[src/sv/vmos_pkg.sv]
// Shared types and codes for the operand stack unit.
package vmos_pkg;

   localparam int unsigned DEPTH_W = 9;
   localparam int unsigned VALUE_W = 32;
   localparam int unsigned MODE_W  = 2;
   localparam int unsigned STAT_W  = 2;

   typedef enum logic [MODE_W-1:0] {
      MODE_PUSH = 2'd0,
      MODE_POP  = 2'd1,
      MODE_PEEK = 2'd2,
      MODE_SWAP = 2'd3
   } mode_type;

   typedef enum logic [STAT_W-1:0] {
      STAT_OK        = 2'd0,
      STAT_UNDERFLOW = 2'd1,
      STAT_BAD_INDEX = 2'd2,
      STAT_FULL      = 2'd3
   } status_type;

   // Commands from the sequencer to the datapath.
   typedef struct packed {
      logic start;   // word accepted: run checks and issue the stack read
      logic finish;  // write back, update depth and top, load the result
   } cmd_type;

endpackage

[src/sv/vmos_ctrl.sv]
// Sequencer of the operand stack unit: accept, execute and result handshake.
module vmos_ctrl (
   input  logic             clock,
   input  logic             reset,
   input  logic             req_tvalid,
   output logic             req_tready,
   output logic             rsp_tvalid,
   input  logic             rsp_tready,
   output vmos_pkg::cmd_type cmd
);

   typedef enum logic [1:0] {
      ST_IDLE = 2'b01,
      ST_EXEC = 2'b10
   } state_type;

   state_type state_ff, state_in;
   logic      rsp_valid_ff, rsp_valid_in;
   logic      out_free;

   assign out_free   = !rsp_valid_ff || rsp_tready;
   assign req_tready = (state_ff == ST_IDLE);
   assign rsp_tvalid = rsp_valid_ff;

   always_comb begin
      state_in     = state_ff;
      rsp_valid_in = rsp_valid_ff;
      cmd.start    = 1'b0;
      cmd.finish   = 1'b0;
      if (rsp_valid_ff && rsp_tready) begin
         rsp_valid_in = 1'b0;
      end
      unique case (state_ff)
         ST_IDLE: begin
            if (req_tvalid) begin
               cmd.start = 1'b1;
               state_in  = ST_EXEC;
            end
         end
         ST_EXEC: begin
            // Hold the finished word until the result register can take it.
            if (out_free) begin
               cmd.finish   = 1'b1;
               rsp_valid_in = 1'b1;
               state_in     = ST_IDLE;
            end
         end
         default: begin
            state_in = ST_IDLE;
         end
      endcase
   end

   always_ff @(posedge clock) begin
      if (reset) begin
         state_ff     <= ST_IDLE;
         rsp_valid_ff <= 1'b0;
      end else begin
         state_ff     <= state_in;
         rsp_valid_ff <= rsp_valid_in;
      end
   end

endmodule

[config.mk]
export PLATFORM = sky130hd
export DESIGN_NAME = vmos_ctrl
export DESIGN_NICKNAME = d
export VERILOG_FILES = /design/src/sv/vmos_pkg.sv /design/src/sv/vmos_ctrl.sv
export SDC_FILE = /design/constraint.sdc
export NUM_CORES = 1
export LEC_CHECK = 0
export BUFFER_PORTS_ARGS = -buffer_cell sky130_fd_sc_hd__buf_4
export CAP_MARGIN = 5
export CORE_AREA = 2 2 39 41
export CTS_CLUSTER_DIAMETER = 80
export DETAILED_ROUTE_END_ITERATION = 8
export DIE_AREA = 0 0 41 43
export HOLD_SLACK_MARGIN = 0.02
export PLACE_DENSITY = 0.37
export REMOVE_ABC_BUFFERS = 1
export SETUP_SLACK_MARGIN = 0.2
export SLEW_MARGIN = 20
export SYNTH_ARGS = -nofsm -noshare
export SYNTH_HDL_FRONTEND = slang
export SYNTH_SLANG_ARGS = --single-unit
[constraint.sdc]
create_clock -name clock -period 1.9 [get_ports clock]
set_input_delay 0.19 -clock clock [delete_from_list [all_inputs] [get_ports clock]]
set_output_delay 0.19 -clock clock [all_outputs]
set_load 0.01 [all_outputs]
**Word-level counts from Yosys, hierarchy flattened**

Cells that the tools add are included.

- Bits in registers: 3
- Input bits: 4
- Output and inout bits: 4
- Logic and storage cells: 20

- Equal/unequal tests: 4
- Multiplexer cells: 10
- Reduce and logical (&&, ||, !) cells: 4

Operators by type and width:

| kind | count |
|---|---|
| $mux 1 | 7 |
| $mux 2 | 2 |
| $ne 2x2->1 const B | 2 |
| $pmux 2 s2 | 1 |
| $eq 2x1->1 const B | 1 |
| $eq 2x2->1 const B | 1 |
| $reduce_and 2->1 | 1 |
| $logic_and 1x1->1 | 1 |
| $logic_not 1->1 | 1 |
| $logic_or 1x1->1 | 1 |

**Longest topological paths before layout**

Gate-level depths: netlist (run 1).

- Word-level depth: 4
- Gate-level depth with buffers: 2

**Least setup slack after synthesis (run 1)**

No wires, ideal clock.

- Kind: register to register
- From: register state_ff[1]
- To: register state_ff[1]
- Data arrival time: 733 ps
- Data required time: 1785 ps
- Slack: 1052 ps
- Stages on the path, launching flop included: 3
- Path through: dfxtp_1 -> and3b_1 -> o21ba_1

- Longest elaborated chain between the ends: 3
- Elaborated cells on any way between the ends: 6
- Classes of those cells: eq/ne: 4; mux: 1; reduce/logical: 1

Ends and longest elaborated chain:

| element | line | RTL |
|---|---|---|
| start: declaration | vmos_ctrl.sv:17 | `state_type state_ff, state_in;` |
| start signal: assignment | vmos_ctrl.sv:59 | `state_ff <= state_in;` |
| $eq 2x2->1 / $eq 2x1->1 (equally long branches) | vmos_ctrl.sv:33 | `unique case (state_ff)` |
| $ne 2x2->1 (no line) | -- |  |
| $reduce_and 2->1 (no line) | -- |  |

Parallel ways exist; a longest one is shown, timed or not.
A chain may end at the register's enable or synchronous reset.

==> results of run 1 <==
report_power, final:
group          leakage, nW  switching (W)  internal (W)
Clock               0.0150      0.0000349     0.0000788
Sequential          0.0246     0.00000233     0.0000664
Combinational       0.0673     0.00000862     0.0000149
Total                0.107      0.0000459      0.000160
per-layer routing:
| layer | up-vias | GRT usage | routed length [µm] | part of all wire |
|---|---|---|---|---|
| li1 | 63 | - | - | - |
| met1 | 50 | 0.0513 | 143 | 0.46 |
| met2 | 10 | 0.0344 | 105 | 0.33 |
| met3 | 0 | 0.0628 | 66 | 0.21 |
| met4 | 0 | 0.0400 | 0 | 0 |
| met5 | - | 0 | 0 | 0 |
cells in the mapped netlist:
library cell / n / area share
a21oi_1: 1 / 0.039
and3b_1: 1 / 0.068
and4bb_2: 1 / 0.097
dfxtp_1: 3 / 0.47
nand2b_1: 2 / 0.097
nor2b_1: 2 / 0.097
o21ba_1: 1 / 0.078
o21bai_1: 1 / 0.058
registers in the layout, indices dropped and copies added (netlist names):
name and count:
state_ff 2, rsp_tvalid 1
worst reg2reg max path, delay by kind of cell, from the launching register on:
kind | cells | cell delay [ns]
AO/OA/AOI/OAI | 1 | 0.19
AND/OR/NAND/NOR | 1 | 0.23
flip-flops | 1 | 0.35
cell families (layout without fill, tap and decap cells):
group / count (synthesis) / after routing
AND/OR/NAND/NOR: 6 / 6
buffers and inverters: 0 / 11
AO/OA/AOI/OAI: 3 / 3
flip-flops: 3 / 3
cell type report:
type                            instances  area [µm²]  area share
Timing Repair Buffer                    7        52.6       0.231
Multi-Input combinational cell          9        68.8       0.302
Clock buffer                            4        26.3       0.115
Sequential cell                         3        60.1       0.264
Tap cell                               16        20.0      0.0879
path summary, 6_finish.rpt:
check / cells past startpoint / slack [ns] / end
setup reg to reg: 2 / 1.02 / state_ff[1]
hold reg to reg: 2 / 0.50 / rsp_tvalid
setup / recovery: 2 / 0.74 / cmd[1]
hold / removal: 2 / 0.12 / rsp_tvalid
cells in the final DEF, fill, tap and decap left out:
| master | count |
|---|---|
| and3b_1 | 1 |
| nor2b_1 | 2 |
| buf_4 | 7 |
| clkbuf_4 | 3 |
| and4bb_2 | 1 |
| nand2b_1 | 2 |
| dfxtp_1 | 3 |
| clkbuf_1 | 1 |
| o21bai_1 | 1 |
| a21oi_1 | 1 |
| o21ba_1 | 1 |
metrics by stage:
step                      setup WS [ns]  hold slack, ns  area, µm²  instances
after detailed placement          0.992           0.364        201         35
after global placement             1.00           0.363        201         35
final                             0.745           0.117        228         39
after global routing              0.659           0.107        228         39
after floorplan                    1.05           0.259        129         12
after CTS                         0.736           0.111        228         39
==> results by group, run 1 <==
Status
  • Outcome: finished, final reports clean

CTS
  • Setup bufs post-CTS: 0
  • CTS Hold Bufs: 0
  • Clock Sinks: 3
  • H-tree levels: 1
  • CTS Buf Count: 3
  • Clock latency on the worst-skew pair: 0.24 ns
  • Maximum clock insertion buffer count: 2
  • Post-CTS resize count: 0
  • CTS Root Cell: clkbuf_4
  • TritonCTS clock tree: built
  • Clk pin slew, worst setup/hold paths: 0.04 ns

Pwr
  • Tot Pwr: 0.000206 W
  • Pleak: 0.107 nW
  • Pwr Density: 905 nW/µm²
  • Worst vdd ir: 0.211 mV

Logic synthesis
  • Largest family of logic cells by synthesized area: simple AND/OR/NAND/NOR gates
  • Synth Register Bits: 3
  • Post-synthesis simple-gate area fraction: 0.359
  • Adder-cell share of the synthesized area: 0
  • Syn Area/Cell: 10.7 µm²
  • Syn Inst Count: 12
  • Yosys Warn Count: 0
  • Synth Area in Compound Gates: 0.175
  • Xor and xnor fraction of the mapped netlist area: 0
  • Mux cell area share after synthesis: 0
  • Mapped Area: 129 µm²
  • Netlist cell types: 8
  • Seq/Total Area, Yosys: 0.466

Critical path
  • Crit path capture type: output pin
  • Crit path from: state_ff[1]
  • Max stage delay cell, worst path: dfxtp_1
  • Worst EP arrival: 0.97 ns
  • Crit path max fanout: 4
  • CP Launch Type: flip-flop
  • Crit path kind: reg -> out
  • Required @ worst endpoint: 1.71 ns
  • CP top delay family: flip-flops
  • Highest cell delay on the worst timing path: 0.32 ns
  • Worst r2r src: state_ff[1]
  • Bufs and invs on worst path: 1
  • CP cell instances: and3b_1 -> buf_4

Cells and area
  • Core Util, Final: 0.165
  • Nets: 28
  • Syn-to-layout area delta: 76.7%
  • FILL cells: 156
  • Layout cells sized above 1: 0.478
  • N_diodes: 0

Timing
  • Worst-Margin Slew: 0.131 ns
  • Final hold vios: 0
  • Final setup fails: 0
  • Setup TNS: 0 ns
  • Max transition margin: 0.913
  • Clock skew: 0.00425 ns
  • Tcrit/Tclk final: 0.608
  • Final slew viol count: 0
  • Unrepaired setup endpoints after global routing: no
  • Fin crit period: 1.16 ns
  • Fmax achieved: 0.866 GHz

Drt
  • Detailed Routing Iterations Pass 1: 2
  • Via density per instance: 3.15
  • Vias: 123
  • Total wire length: 314 µm
  • Initial DRC Count: 3
  • DR WL/cell: 8.05 µm
  • Residual DRC: 0
  • Routed Antenna Nets: 0

Placement
  • Detail Placement HPWL: 249 µm
  • Placer Congestion: 0.487
  • Buffers on Ports: 7

Floorplanning
  • Die Span Y: 43 µm
  • FP Rows: 14
  • Io pins: 8
  • DIE WIDTH: 41 µm
  • DIE AREA: 1760 µm²
  • Initial core utilization: 0.0931
  • Core box area: 1380 µm²

Global route
  • Total grt overflow: 0
  • Initial antenna violation count: 0
  • First-pass GRT wire length: 441 µm
  • Vias in the first global route: 114
  • GR Util All Layers: 0.0451
  • Largest net degree at the start of global routing: 5

Hold path
  • HP Class: in -> reg
  • Min-delay src: reset

Flow run
  • Max cap viols: 0
Power figures use the tool's default switching activity.
==> run 2: changes to the inputs <==
clock period = 1.1 ns   (was 1.9 ns; I/O delays follow)
==> run 2 against run 1 <==
Non-clock buffer count increased by 2. Cell count increased by 5.1%. Die area unchanged. Wire length increased by 10%. Sequential power increased by 76%. Via count increased by 13%. Register-to-register slack got worse by 0.92 ns. Cell area increased by 15%. Clock-buffer cell count unchanged. Clock skew decreased by 0.0019 ns. Critical path type unchanged. Largest cell class unchanged. Highest routed layer is now met4.
==> results by group, run 2 (same netlist as run 1, synthesis figures left out) <==
Global route
  • Total grt overflow: 0
  • Largest net degree at the start of global routing: 5
  • First-pass GRT wire length: 517 µm
  • Vias in the first global route: 134
  • GR Util All Layers: 0.0562
  • Initial antenna violation count: 0

Drt
  • Initial DRC Count: 0
  • Routed Antenna Nets: 0
  • Vias: 139
  • DR WL/cell: 8.44 µm
  • Total wire length: 346 µm
  • Detailed Routing Iterations Pass 1: 1
  • Via density per instance: 3.39
  • Residual DRC: 0

CTS
  • Maximum clock insertion buffer count: 2
  • Clock Sinks: 3
  • CTS Hold Bufs: 0
  • CTS Root Cell: clkbuf_4
  • Clock latency on the worst-skew pair: 0.23 ns
  • Clk pin slew, worst setup/hold paths: 0.04 ns
  • TritonCTS clock tree: built
  • H-tree levels: 1
  • CTS Buf Count: 3

Pwr
  • Comb power frac: 0.151
  • Sw Ratio: 0.209
  • Sequential share of power: 0.331
  • Worst vdd ir: 0.410 mV
  • Clk pwr share: 0.518
  • Pleak: 0.127 nW
  • Pwr Density: 1400 nW/µm²
  • Internal: 0.000289 W
  • Net switching power: 0.0000764 W

Cells and area
  • Core Util, Final: 0.189
  • Layout cells sized above 1: 0.680
  • Largest register FFs: 2
  • Nets: 30
  • Most frequent cells in the layout: 7 x buf_4, 3 x clkbuf_4, 2 x nor2b_1, 2 x buf_6, 2 x dfxtp_2
  • Fin area: 262 µm²
  • N_diodes: 0
  • Reg with most FFs: state_ff
  • Commonest non-fill, non-tap cell in the layout: buf_4
  • Syn-to-layout area delta: 103%
  • Finished Layout Cells: 41

Floorplanning
  • DIE AREA: 1760 µm²
  • Core box area: 1380 µm²
  • Die Span Y: 43 µm
  • Initial core utilization: 0.0931
  • FP Rows: 14
  • Io pins: 8
  • DIE WIDTH: 41 µm

Timing
  • Max transition margin: 0.926
  • Unrepaired setup endpoints after global routing: yes
  • Setup TNS: 0 ns
  • Worst-Margin Slew: 0.110 ns
  • Fmax achieved: 0.959 GHz
  • Tcrit/Tclk final: 0.948
  • Fin crit period: 1.04 ns
  • Final hold vios: 0
  • Clock skew: 0.00238 ns
  • Final slew viol count: 0
  • Final setup fails: 0

Critical path
  • Crit path kind: reg -> out
  • Required @ worst endpoint: 0.99 ns
  • CP Launch Type: flip-flop
  • Crit path max fanout: 4
  • Worst EP arrival: 0.93 ns
  • Crit path capture type: output pin

Placement
  • Placer Congestion: 0.471
  • Inst Count DP: 35
  • Area after DPL: 201 µm²
  • Buffers on Ports: 7

Flow run
  • Max cap viols: 0

Hold path
  • HP Class: in -> reg

Status
  • Outcome: finished, final reports clean
[run 2: final timing paths]
kind | start | end | slack [ns] | cells after the start
setup reg to reg | state_ff[1] | state_ff[1] | 0.10 | 3
setup / recovery | state_ff[0] | cmd[0] | 0.06 | 3
hold / removal | reset | rsp_tvalid | 0.05 | 2
hold reg to reg | state_ff[1] | rsp_tvalid | 0.49 | 2
[run 2: metrics by stage]
stage	power, W	worst slack (ns)	hold slack (ns)
final	0.000365	0.0567	0.0508
after floorplan	0.000137	0.252	0.179
after global routing	0.000398	0.0113	0.0445
after CTS	0.000378	0.0451	0.0378
after global placement	0.000160	0.262	0.283
after detailed placement	0.000161	0.243	0.287
[run 2: metal layers]
layer	global-route usage	vias to the layer above	share of wire
li1	-	68	-
met1	0.0545	59	0.44
met2	0.0469	10	0.37
met3	0.0785	2	0.17
met4	0.0600	0	0.023
met5	0	-	0
[run 2: power groups by stage]
stage               Clock, W  Combinational, W  Sequential (W)
finish              0.000189         0.0000552        0.000121
global route        0.000216         0.0000605        0.000122
CTS                 0.000202         0.0000551        0.000121
detailed placement         0         0.0000411        0.000120
global placement           0         0.0000402        0.000120
floorplan                  0         0.0000178        0.000120
[run 2: layout make-up]
type	instances	area (µm²)
fill	159	1120
multi-input combinational	9	77.6
timing repair buffer	9	75.1
sequential	3	62.6
clock buffer	4	26.3
tap	16	20.0
[run 2: critical path: stages, from the launching register on]
cell and delay, ns:
dfxtp_2 0.32, nand2b_4 0.13, nor2b_1 0.12, buf_4 0.13
[run 2: repair_timing]
action | CTS | global route
endpoints found under the hold margin | 0 | 0
endpoints found under the setup margin | 3 | 5
cloned | 0 | 0
gates resized for setup | 6 | 0
setup buffers | 2 | 0
